### config.mk
export PLATFORM = sky130hd
export DESIGN_NAME = button_debounce_press_hold_unit
export DESIGN_NICKNAME = d
export VERILOG_FILES = /design/src/rtl/bdph_pkg.sv /design/src/rtl/bdph_core.sv /design/src/rtl/button_debounce_press_hold_unit.sv
export SDC_FILE = /design/constraint.sdc
export NUM_CORES = 1
export LEC_CHECK = 0
export BUFFER_PORTS_ARGS = -buffer_cell sky130_fd_sc_hd__buf_2
export CAP_MARGIN = 30
export CORE_MARGIN = 8
export CORE_UTILIZATION = 30
export CTS_BUF_LIST = sky130_fd_sc_hd__clkbuf_8 sky130_fd_sc_hd__clkbuf_16
export CTS_CLUSTER_SIZE = 40
export DETAILED_ROUTE_END_ITERATION = 16
export GPL_ROUTABILITY_DRIVEN = 0
export PLACE_DENSITY = 0.51
export SYNTH_ARGS = -nofsm -noshare
export SYNTH_HDL_FRONTEND = slang
export SYNTH_SLANG_ARGS = --single-unit
### constraint.sdc
create_clock -name clk -period 6.6 [get_ports clk]
set_input_delay 1.65 -clock clk [delete_from_list [all_inputs] [get_ports clk]]
set_output_delay 1.65 -clock clk [all_outputs]
set_load 0.02 [all_outputs]
### src/rtl/bdph_pkg.sv
// Package for the button debounce / press-hold unit.
// Holds timer width, register indexes, reset values, payload structs and helpers.
// No dependencies.
package bdph_pkg;

  localparam int TIMER_BITS = 16;               // width of the tick counters (8..32)
  localparam int CFG_W      = 16;               // width of the time registers
  localparam int CMP_W      = (TIMER_BITS > CFG_W) ? TIMER_BITS : CFG_W;
  localparam int CFG_IDX_W  = 2;

  localparam logic [CFG_IDX_W-1:0] REG_DEBOUNCE_TIME = 2'd0;
  localparam logic [CFG_IDX_W-1:0] REG_HOLD_TIME     = 2'd1;
  localparam logic [CFG_IDX_W-1:0] REG_ACTIVE_LEVEL  = 2'd2;

  localparam logic [CFG_W-1:0] DEBOUNCE_TIME_RST = 16'd50;
  localparam logic [CFG_W-1:0] HOLD_TIME_RST     = 16'd1000;
  localparam logic             ACTIVE_LEVEL_RST  = 1'b0;

  localparam logic [TIMER_BITS-1:0] CNT_MAX = {TIMER_BITS{1'b1}};

  typedef struct packed {
    logic pin_level;
    logic ack_press;
  } bdph_in_t;

  typedef struct packed {
    logic is_pressed;
    logic press_event;
    logic held_event;
  } bdph_out_t;

  typedef struct packed {
    logic                 valid;
    logic [CFG_IDX_W-1:0] index;
    logic [CFG_W-1:0]     data;
  } bdph_cfg_wr_t;

  // saturating increment of a tick counter
  function automatic logic [TIMER_BITS-1:0] sat_inc(input logic [TIMER_BITS-1:0] v);
    sat_inc = (v == CNT_MAX) ? v : v + {{(TIMER_BITS-1){1'b0}}, 1'b1};
  endfunction

endpackage

### src/rtl/bdph_core.sv
// Debounce and press/hold state with its configuration registers.
// One tick is processed per step pulse; the result is combinational.
// Depends on bdph_pkg.
module bdph_core (
  input  logic                  clk,
  input  logic                  rst,
  input  bdph_pkg::bdph_cfg_wr_t cfg_wr,
  input  logic                  step,
  input  bdph_pkg::bdph_in_t    item,
  output bdph_pkg::bdph_out_t   result
);
  import bdph_pkg::*;

  logic [CFG_W-1:0]      debounce_time;
  logic [CFG_W-1:0]      hold_time;
  logic                  active_level;

  logic                  stable_state, stable_state_next;
  logic                  last_raw;
  logic [TIMER_BITS-1:0] since_change, since_change_next;
  logic [TIMER_BITS-1:0] since_press, since_press_next, since_press_base;
  logic                  press_pending, press_pending_next, press_pending_set;
  logic                  hold_reported, hold_reported_next, hold_reported_base;

  logic                  accept, accepted_active, pressed, held;

  always_comb begin
    since_change_next = (item.pin_level != last_raw) ? '0 : sat_inc(since_change);
    accept = (item.pin_level != stable_state) &&
             (CMP_W'(since_change_next) >= CMP_W'(debounce_time));
    stable_state_next = accept ? item.pin_level : stable_state;
    accepted_active   = accept && (item.pin_level == active_level);
    pressed           = (stable_state_next == active_level);

    since_press_base  = accept ? '0 : since_press;
    since_press_next  = (pressed && !accepted_active) ? sat_inc(since_press_base)
                                                      : since_press_base;
    hold_reported_base = accept ? 1'b0 : hold_reported;
    held = pressed && !hold_reported_base &&
           (CMP_W'(since_press_next) >= CMP_W'(hold_time));
    hold_reported_next = hold_reported_base | held;

    press_pending_set  = press_pending | accepted_active;
    press_pending_next = item.ack_press ? 1'b0 : press_pending_set;

    result.is_pressed  = pressed;
    result.press_event = press_pending_set;
    result.held_event  = held;
  end

  always_ff @(posedge clk) begin
    if (rst) begin
      debounce_time <= DEBOUNCE_TIME_RST;
      hold_time     <= HOLD_TIME_RST;
      active_level  <= ACTIVE_LEVEL_RST;
      stable_state  <= ~ACTIVE_LEVEL_RST;
      last_raw      <= ~ACTIVE_LEVEL_RST;
      since_change  <= '0;
      since_press   <= '0;
      press_pending <= 1'b0;
      hold_reported <= 1'b0;
    end else if (cfg_wr.valid) begin
      case (cfg_wr.index)
        REG_DEBOUNCE_TIME: debounce_time <= cfg_wr.data;
        REG_HOLD_TIME:     hold_time     <= cfg_wr.data;
        REG_ACTIVE_LEVEL: begin
          // new polarity: back to idle for the new inactive level
          active_level  <= cfg_wr.data[0];
          stable_state  <= ~cfg_wr.data[0];
          last_raw      <= ~cfg_wr.data[0];
          since_change  <= '0;
          since_press   <= '0;
          press_pending <= 1'b0;
          hold_reported <= 1'b0;
        end
        default: ;
      endcase
    end else if (step) begin
      stable_state  <= stable_state_next;
      last_raw      <= item.pin_level;
      since_change  <= since_change_next;
      since_press   <= since_press_next;
      press_pending <= press_pending_next;
      hold_reported <= hold_reported_next;
    end
  end

endmodule

### src/rtl/button_debounce_press_hold_unit.sv
// Top level of the button debounce / press-hold unit.
// Two-stage valid/stall pipeline around bdph_core.
// Depends on bdph_pkg and bdph_core.

// One transaction on the item channel is one millisecond tick: the raw pin
// level and an acknowledge for the latched press event. Every tick gives
// exactly one result transaction (is_pressed, press_event, held_event).
// The tick is first captured in an input register; when the output register
// can take a result, the debounce/press-hold update runs as a single pass of
// short logic against the state registers and the result lands in the output
// register. A new tick is taken every cycle while the result side keeps up:
// throughput is one transaction per cycle, set by the state update
// loop in the core. The item channel stalls only when both the
// input register and the output register are full and the
// result side is stalling. Registers (debounce_time, hold_time, active_level)
// are written through the cfg channel, which is always ready; writes are to be
// made only while no tick is in flight. Writing active_level returns the
// debounce state to idle for the new inactive level. Counters are
// TIMER_BITS wide and saturate. Reset is synchronous, active high.
module button_debounce_press_hold_unit (
  input  logic                                clk,
  input  logic                                rst,
  // tick channel
  input  logic                                item_valid,
  output logic                                item_stall,
  input  bdph_pkg::bdph_in_t                  item,
  // result channel
  output logic                                result_valid,
  input  logic                                result_stall,
  output bdph_pkg::bdph_out_t                 result,
  // register write channel
  input  logic                                cfg_valid,
  output logic                                cfg_ready,
  input  logic [bdph_pkg::CFG_IDX_W-1:0]      cfg_index,
  input  logic [bdph_pkg::CFG_W-1:0]          cfg_data
);
  import bdph_pkg::*;

  bdph_in_t     in_reg;       // captured tick (payload, no reset)
  logic         in_reg_valid;
  bdph_out_t    core_result;
  bdph_cfg_wr_t cfg_wr;

  logic out_load;   // output register free or being emptied this cycle
  logic step;       // captured tick goes through the core into the output register
  logic in_load;    // new tick accepted

  assign out_load   = !result_valid || !result_stall;
  assign step       = in_reg_valid && out_load;
  assign item_stall = in_reg_valid && !out_load;
  assign in_load    = item_valid && !item_stall;

  assign cfg_ready    = 1'b1;
  assign cfg_wr.valid = cfg_valid;
  assign cfg_wr.index = cfg_index;
  assign cfg_wr.data  = cfg_data;

  bdph_core u_core (
    .clk    (clk),
    .rst    (rst),
    .cfg_wr (cfg_wr),
    .step   (step),
    .item   (in_reg),
    .result (core_result)
  );

  // input register
  always_ff @(posedge clk) begin
    if (rst) begin
      in_reg_valid <= 1'b0;
    end else if (in_load) begin
      in_reg_valid <= 1'b1;
    end else if (step) begin
      in_reg_valid <= 1'b0;
    end
  end

  always_ff @(posedge clk) begin
    if (in_load) begin
      in_reg <= item;
    end
  end

  // output register
  always_ff @(posedge clk) begin
    if (rst) begin
      result_valid <= 1'b0;
    end else if (out_load) begin
      result_valid <= step;
    end
  end

  always_ff @(posedge clk) begin
    if (step) begin
      result <= core_result;
    end
  end

endmodule
==> impl_metrics.json, run 1 <==
{
  "outcome": "complete, no violations",
  "chipWidth_um": 140,
  "syn_nets": 654,
  "fmax_ghz": 0.167,
  "hold_class": "register to register",
  "drc": 0,
  "dieArea_sq_um": 19600,
  "grt_pass1_wl_um": 21100,
  "busiest_layer": "met2",
  "synth.area.top_cells": "dfxtp_1 31%, ha_1 9.2%, nand2_1 7.2%",
  "r2r_slack_ns": 0.60,
  "place_ws_ns": 0.330,
  "cp.arrival_ns": 6.10,
  "syn-instance-count": 595,
  "critPathMaxFanout": 8,
  "cts.clk_slew.worst_paths_ns": 0.07,
  "min_from": "u_core.debounce_time[2]",
  "hpwl_um": 9520,
  "synth_cell_type_count": 60,
  "cts_tree": "built",
  "cts_buffers": 9,
  "slew_headroom": 0.378,
  "seqCellArea_sq_um": 1570,
  "cts_setup_buffers": 0,
  "grt_pass1_vias": 4206,
  "placed_area_sq_um": 4950,
  "slowest_delay_ns": 0.48,
  "postSynthAreaPerCell_sq_um": 7.77,
  "multi_input_area_sq_um": 2820,
  "cp-start-kind": "register",
  "finalClockSkew_ns": 0.00933,
  "period_needed_ns": 6.00,
  "overflow": 0,
  "clockBufferDepth": 2,
  "p_per_area_nw_per_um2": 209,
  "port_buffers": 29,
  "irDropWorstVdd_v": 0.0000936,
  "slew_violations": 0,
  "via_per_inst": 5.15,
  "grt_max_degree": 51,
  "worst_pin_slew_ns": 0.933,
  "cts_max_level": 3,
  "synth-main-ff-cell": "dfxtp_1",
  "drv_cap": 0,
  "nFillCells": 1562,
  "fp-row-count": 45,
  "clk-insertion-delay-late_ns": 0.35,
  "wire_per_inst_um": 15.6,
  "synthesis.area_sq_um": 4620,
  "end_kind": "register",
  "clock-root-buffer": "clkbuf_16",
  "grtUsageMet2": 0.226,
  "cts_sinks": 76,
  "yosys-top-cells-count": "89 x nand2_1, 71 x dfxtp_1, 64 x nor2_1, 46 x a21oi_1, 41 x inv_1",
  "fin_crit_sh": 0.909,
  "cts_hold_buf": 0,
  "finalSetupTns_ns": 0,
  "gr-usage-met1": 0.158,
  "core-area_sq_um": 15100,
  "r2r-end": "result[0]",
  "yosys_warnings": 0,
  "syn2layout_area_growth_pct": 14.3,
  "worstSetupStartpoint": "u_core.since_change[5]",
  "yosys.area.top_type_share": 0.308,
  "cp_top_family": "simple AND/OR/NAND/NOR gates",
  "yosysMostFrequentCell": "nand2_1",
  "gr-usage-met3": 0.0336,
  "async_flop_share": 0,
  "whs_path_depth": 2,
  "ant_nets": 0,
  "finalInstanceArea_sq_um": 5280,
  "hold-path-endpoint": "u_core.debounce_time[2]",
  "whs_ns": 0.459,
  "synth_edf_count": 5,
  "post_cts_resized": 0,
  "crit_slowest_cell": "or3_4",
  "antenna_found_initial": 0,
  "worst_ep_required_time_ns": 6.70,
  "num_antenna_cells": 0,
  "synth_area_leader_cell": "dfxtp_1",
  "rr_worst_depth": 26,
  "die_y_um": 140,
  "drt-initial-drc-count": 222,
  "fin_ws_ns": 0.603,
  "routed_wl_um": 12600,
  "crit_type": "register to register",
  "p_leak_nw": 2.13,
  "ys_ff_latch": 76,
  "drive_gt1_frac": 0.111,
  "pin_count": 31,
  "rr_startpoint": "u_core.since_change[5]",
  "vias": 4160,
  "initial_core_util": 0.305,
  "grt.total_usage": 0.135,
  "final_nets": 674,
  "dr.pass1.iters": 4,
  "hold_viol_final": 0,
  "setup_viol": 0,
  "yosysSeqAreaShare": 0.340,
  "worst-path-buf-inv": 1
}
[worst reg2reg max path: stages (launching register included)]
cell and delay (ns):
dfxtp_1 0.44, and4_1 0.29, nand4_1 0.23, or3_4 0.48
nand4_1 0.17, xor2_1 0.24, nor2_1 0.07, ha_1 0.20
a2111o_1 0.33, a221oi_4 0.31, o21ai_2 0.09, nand2_1 0.22
nand2_1 0.15, inv_1 0.08, ha_1 0.16, nand3_1 0.10
or3_1 0.44, nand2_1 0.21, mux2_2 0.37, ha_1 0.27
a21boi_0 0.12, o21ai_0 0.15, a21oi_1 0.08, o21ai_0 0.18
a21oi_1 0.12, o21ai_2 0.19, nor2_1 0.06
[kinds of logic after synthesis]
group	Yosys count	share of synthesized area
multiplexers	4	0.00921
AND/OR/NAND/NOR	250	0.256
buffers and inverters	67	0.0555
XOR/XNOR	29	0.0550
adder cells (fa/ha/maj)	34	0.0921
other	1	0.000812
AO/OA/AOI/OAI	134	0.191
flip-flops	76	0.340
[placed cells by master (no fill, tap or decap), types with 5 or more instances in the layout]
master / count
buf_4: 5
ha_1: 34
nand2b_1: 8
xnor2_1: 19
buf_2: 29
a31oi_1: 7
nor2_1: 64
o21ai_0: 26
dfxtp_1: 70
or3_1: 7
a21o_1: 10
o31ai_1: 6
xor2_1: 10
nand3_1: 21
and3_1: 8
edfxtp_1: 5
inv_1: 41
a21oi_1: 46
nand4_1: 13
nor3_1: 9
clkbuf_16: 9
a211o_1: 11
nand2_1: 89
[worst max-delay path by stage]
stage | endpoint | slack [ns] | depth (start not counted)
3_3_place_gp | result[0] | 0.47 | 26
3_5_place_dp | result[0] | 0.33 | 27
5_1_grt | result[0] | -0.002 | 27
6_report | result[0] | 0.60 | 26
2_1_floorplan | result[0] | 0.54 | 29
4_1_cts | result[0] | 0.30 | 27
[cell type report]
cell class	instances	area share
multi-input combinational	452	0.534
sequential	76	0.298
tap	188	0.0445
clock buffer	9	0.0426
timing repair buffer	35	0.0367
inverter	41	0.0291
clock inverter	7	0.0156
[power by group]
group / internal, mW / switching [mW] / total (mW) / leakage, nW
clock network: 0.299 / 0.220 / 0.519 / 0.151
logic: 0.0347 / 0.0657 / 0.100 / 1.35
registers: 0.475 / 0.00732 / 0.482 / 0.625
total: 0.809 / 0.293 / 1.10 / 2.13
[layer usage]
| layer | vias to the layer above | part of all wire |
|---|---|---|
| met5 | - | 0 |
| li1 | 2122 | - |
| met3 | 22 | 0.029 |
| met2 | 65 | 0.48 |
| met4 | 0 | 0.031 |
| met1 | 1951 | 0.46 |
[metrics by stage]
step / power, mW / utilization / instances
global placement: 0.591 / 0.326 / 790
floorplan: 0.558 / - / 595
finish: 1.10 / 0.349 / 808
detailed placement: 0.593 / 0.327 / 792
CTS: 1.12 / 0.347 / 808
global route: 1.15 / 0.349 / 808
Note: power is estimated with default switching activity, not from simulation.
==> run 2: changes to the inputs <==
- clock period: 6.6 -> 6.9 ns (I/O delays scaled with it)
==> impl_metrics.json, run 2 (synthesis gave the netlist of run 1 again) <==
{
  "outcome": "complete, no violations",
  "fin_ws_ns": 0.416,
  "irDropWorstVdd_v": 0.0000968,
  "whs_ns": 0.456,
  "drv_cap": 0,
  "fp-row-count": 45,
  "placed_area_sq_um": 4940,
  "p_leak_nw": 2.13,
  "cp-start-kind": "register",
  "cts_tree": "built",
  "clockBufferDepth": 2,
  "worst_ep_required_time_ns": 6.99,
  "hold_viol_final": 0,
  "crit_type": "register to register",
  "dr.pass1.iters": 5,
  "initial_core_util": 0.305,
  "cp.arrival_ns": 6.57,
  "antenna_found_initial": 0,
  "syn2layout_area_growth_pct": 14.2,
  "total_power_mw": 1.05,
  "cts_buffers": 9,
  "grt_pass1_wl_um": 20300,
  "most-common-layout-cells": "89 x nand2_1, 71 x dfxtp_1, 64 x nor2_1, 46 x a21oi_1, 41 x inv_1",
  "place_ws_ns": 0.0872,
  "slew_violations": 0,
  "chipWidth_um": 140,
  "met2WireLength_um": 6110,
  "met3WireLength_um": 451,
  "fmax_ghz": 0.154,
  "finalClockSkew_ns": 0.00863,
  "slew_headroom": 0.364,
  "finalInstanceArea_sq_um": 5280,
  "die_y_um": 140,
  "dp_cells": 790,
  "fin_crit_sh": 0.940,
  "vias": 4185,
  "cts_hold_buf": 0,
  "top_layer": "met4",
  "p_per_area_nw_per_um2": 199,
  "met1_length_um": 5590,
  "grt_max_degree": 51,
  "setup_viol": 0,
  "wire_per_inst_um": 15.5,
  "cts_max_level": 3,
  "num_antenna_cells": 0,
  "drc": 0,
  "port_buffers": 29,
  "nFillCells": 1584,
  "cts_sinks": 76,
  "grt.total_usage": 0.130,
  "hold_class": "register to register",
  "ant_nets": 0,
  "hold-path-endpoint": "u_core.debounce_time[10]",
  "drive_gt1_frac": 0.104,
  "core-area_sq_um": 15100,
  "hpwl_um": 9530,
  "fin_util": 0.348,
  "rsz0062_at_grt": "false",
  "via_per_inst": 5.20,
  "grt_pass1_vias": 4052,
  "r2r_slack_ns": 0.42,
  "min_from": "u_core.debounce_time[10]",
  "period_needed_ns": 6.48,
  "instances_no_fill": 805,
  "drt-initial-drc-count": 224,
  "rr_startpoint": "u_core.since_change[4]",
  "cts.clk_slew.worst_paths_ns": 0.06,
  "worst_pin_slew_ns": 0.954,
  "routed_wl_um": 12500,
  "critPathMaxFanout": 9,
  "clock-root-buffer": "clkbuf_16",
  "overflow": 0,
  "r2r-end": "result[0]",
  "whs_path_depth": 2,
  "dieArea_sq_um": 19600,
  "rr_worst_depth": 27,
  "end_kind": "register",
  "pin_count": 31,
  "clk-insertion-delay-late_ns": 0.34,
  "layout_commonest_cell": "nand2_1",
  "final_nets": 672,
  "finalSetupTns_ns": 0
}
-- run 2: worst max-delay path by stage --
stage	start	end	slack, ns
floorplan	u_core.since_change[4]	result[0]	0.84
global placement	u_core.since_change[4]	result[0]	0.32
CTS	u_core.since_change[4]	result[0]	0.03
global route	u_core.since_change[4]	result[0]	0.01
detailed placement	u_core.since_change[4]	result[0]	0.09
finish	u_core.since_change[4]	result[0]	0.42
-- run 2: cell type report --
type	count	area [sq um]	share of cell area
timing repair buffer	33	179	0.0339
sequential	76	1570	0.298
tap	188	235	0.0446
inverter	41	154	0.0292
clock inverter	5	60.1	0.0114
clock buffer	10	250	0.0474
multi-input combinational	452	2830	0.536
-- run 2: worst max-delay path, stage by stage, from the launching register on --
cell and delay, ns:
dfxtp_1 0.48, and4_1 0.30, nand4_1 0.25, or3_1 0.56, nand4_1 0.23, xor2_1 0.18
nor2_1 0.06, ha_1 0.19, a2111o_1 0.33, a221oi_4 0.33, o21ai_2 0.08, buf_4 0.17
nand2_1 0.23, nand2_1 0.15, inv_1 0.09, ha_2 0.26, nand3_1 0.11, or3_1 0.45
nand2_1 0.21, mux2_2 0.36, ha_1 0.27, a21boi_0 0.12, o21ai_0 0.14, a21oi_1 0.08
o21ai_0 0.17, a21oi_1 0.09, o21ai_1 0.26, nor2_1 0.08
-- run 2: per-layer routing --
metal,up-vias,global-route usage
met5,-,0
met4,0,0.0680
met3,22,0.0245
met2,92,0.224
met1,1959,0.152
li1,2112,-
-- run 2: timing repair --
item	in CTS	in global routing
gates resized for setup	0	6
endpoints found under the hold margin	0	0
endpoints found under the setup margin	0	2
setup buffers	0	0
-- run 2: where the power goes --
group          leakage [nW]  switching (mW)  internal (mW)
logic                  1.36          0.0636         0.0332
registers             0.625         0.00702          0.455
clock network         0.150           0.193          0.301
total                  2.13           0.264          0.788
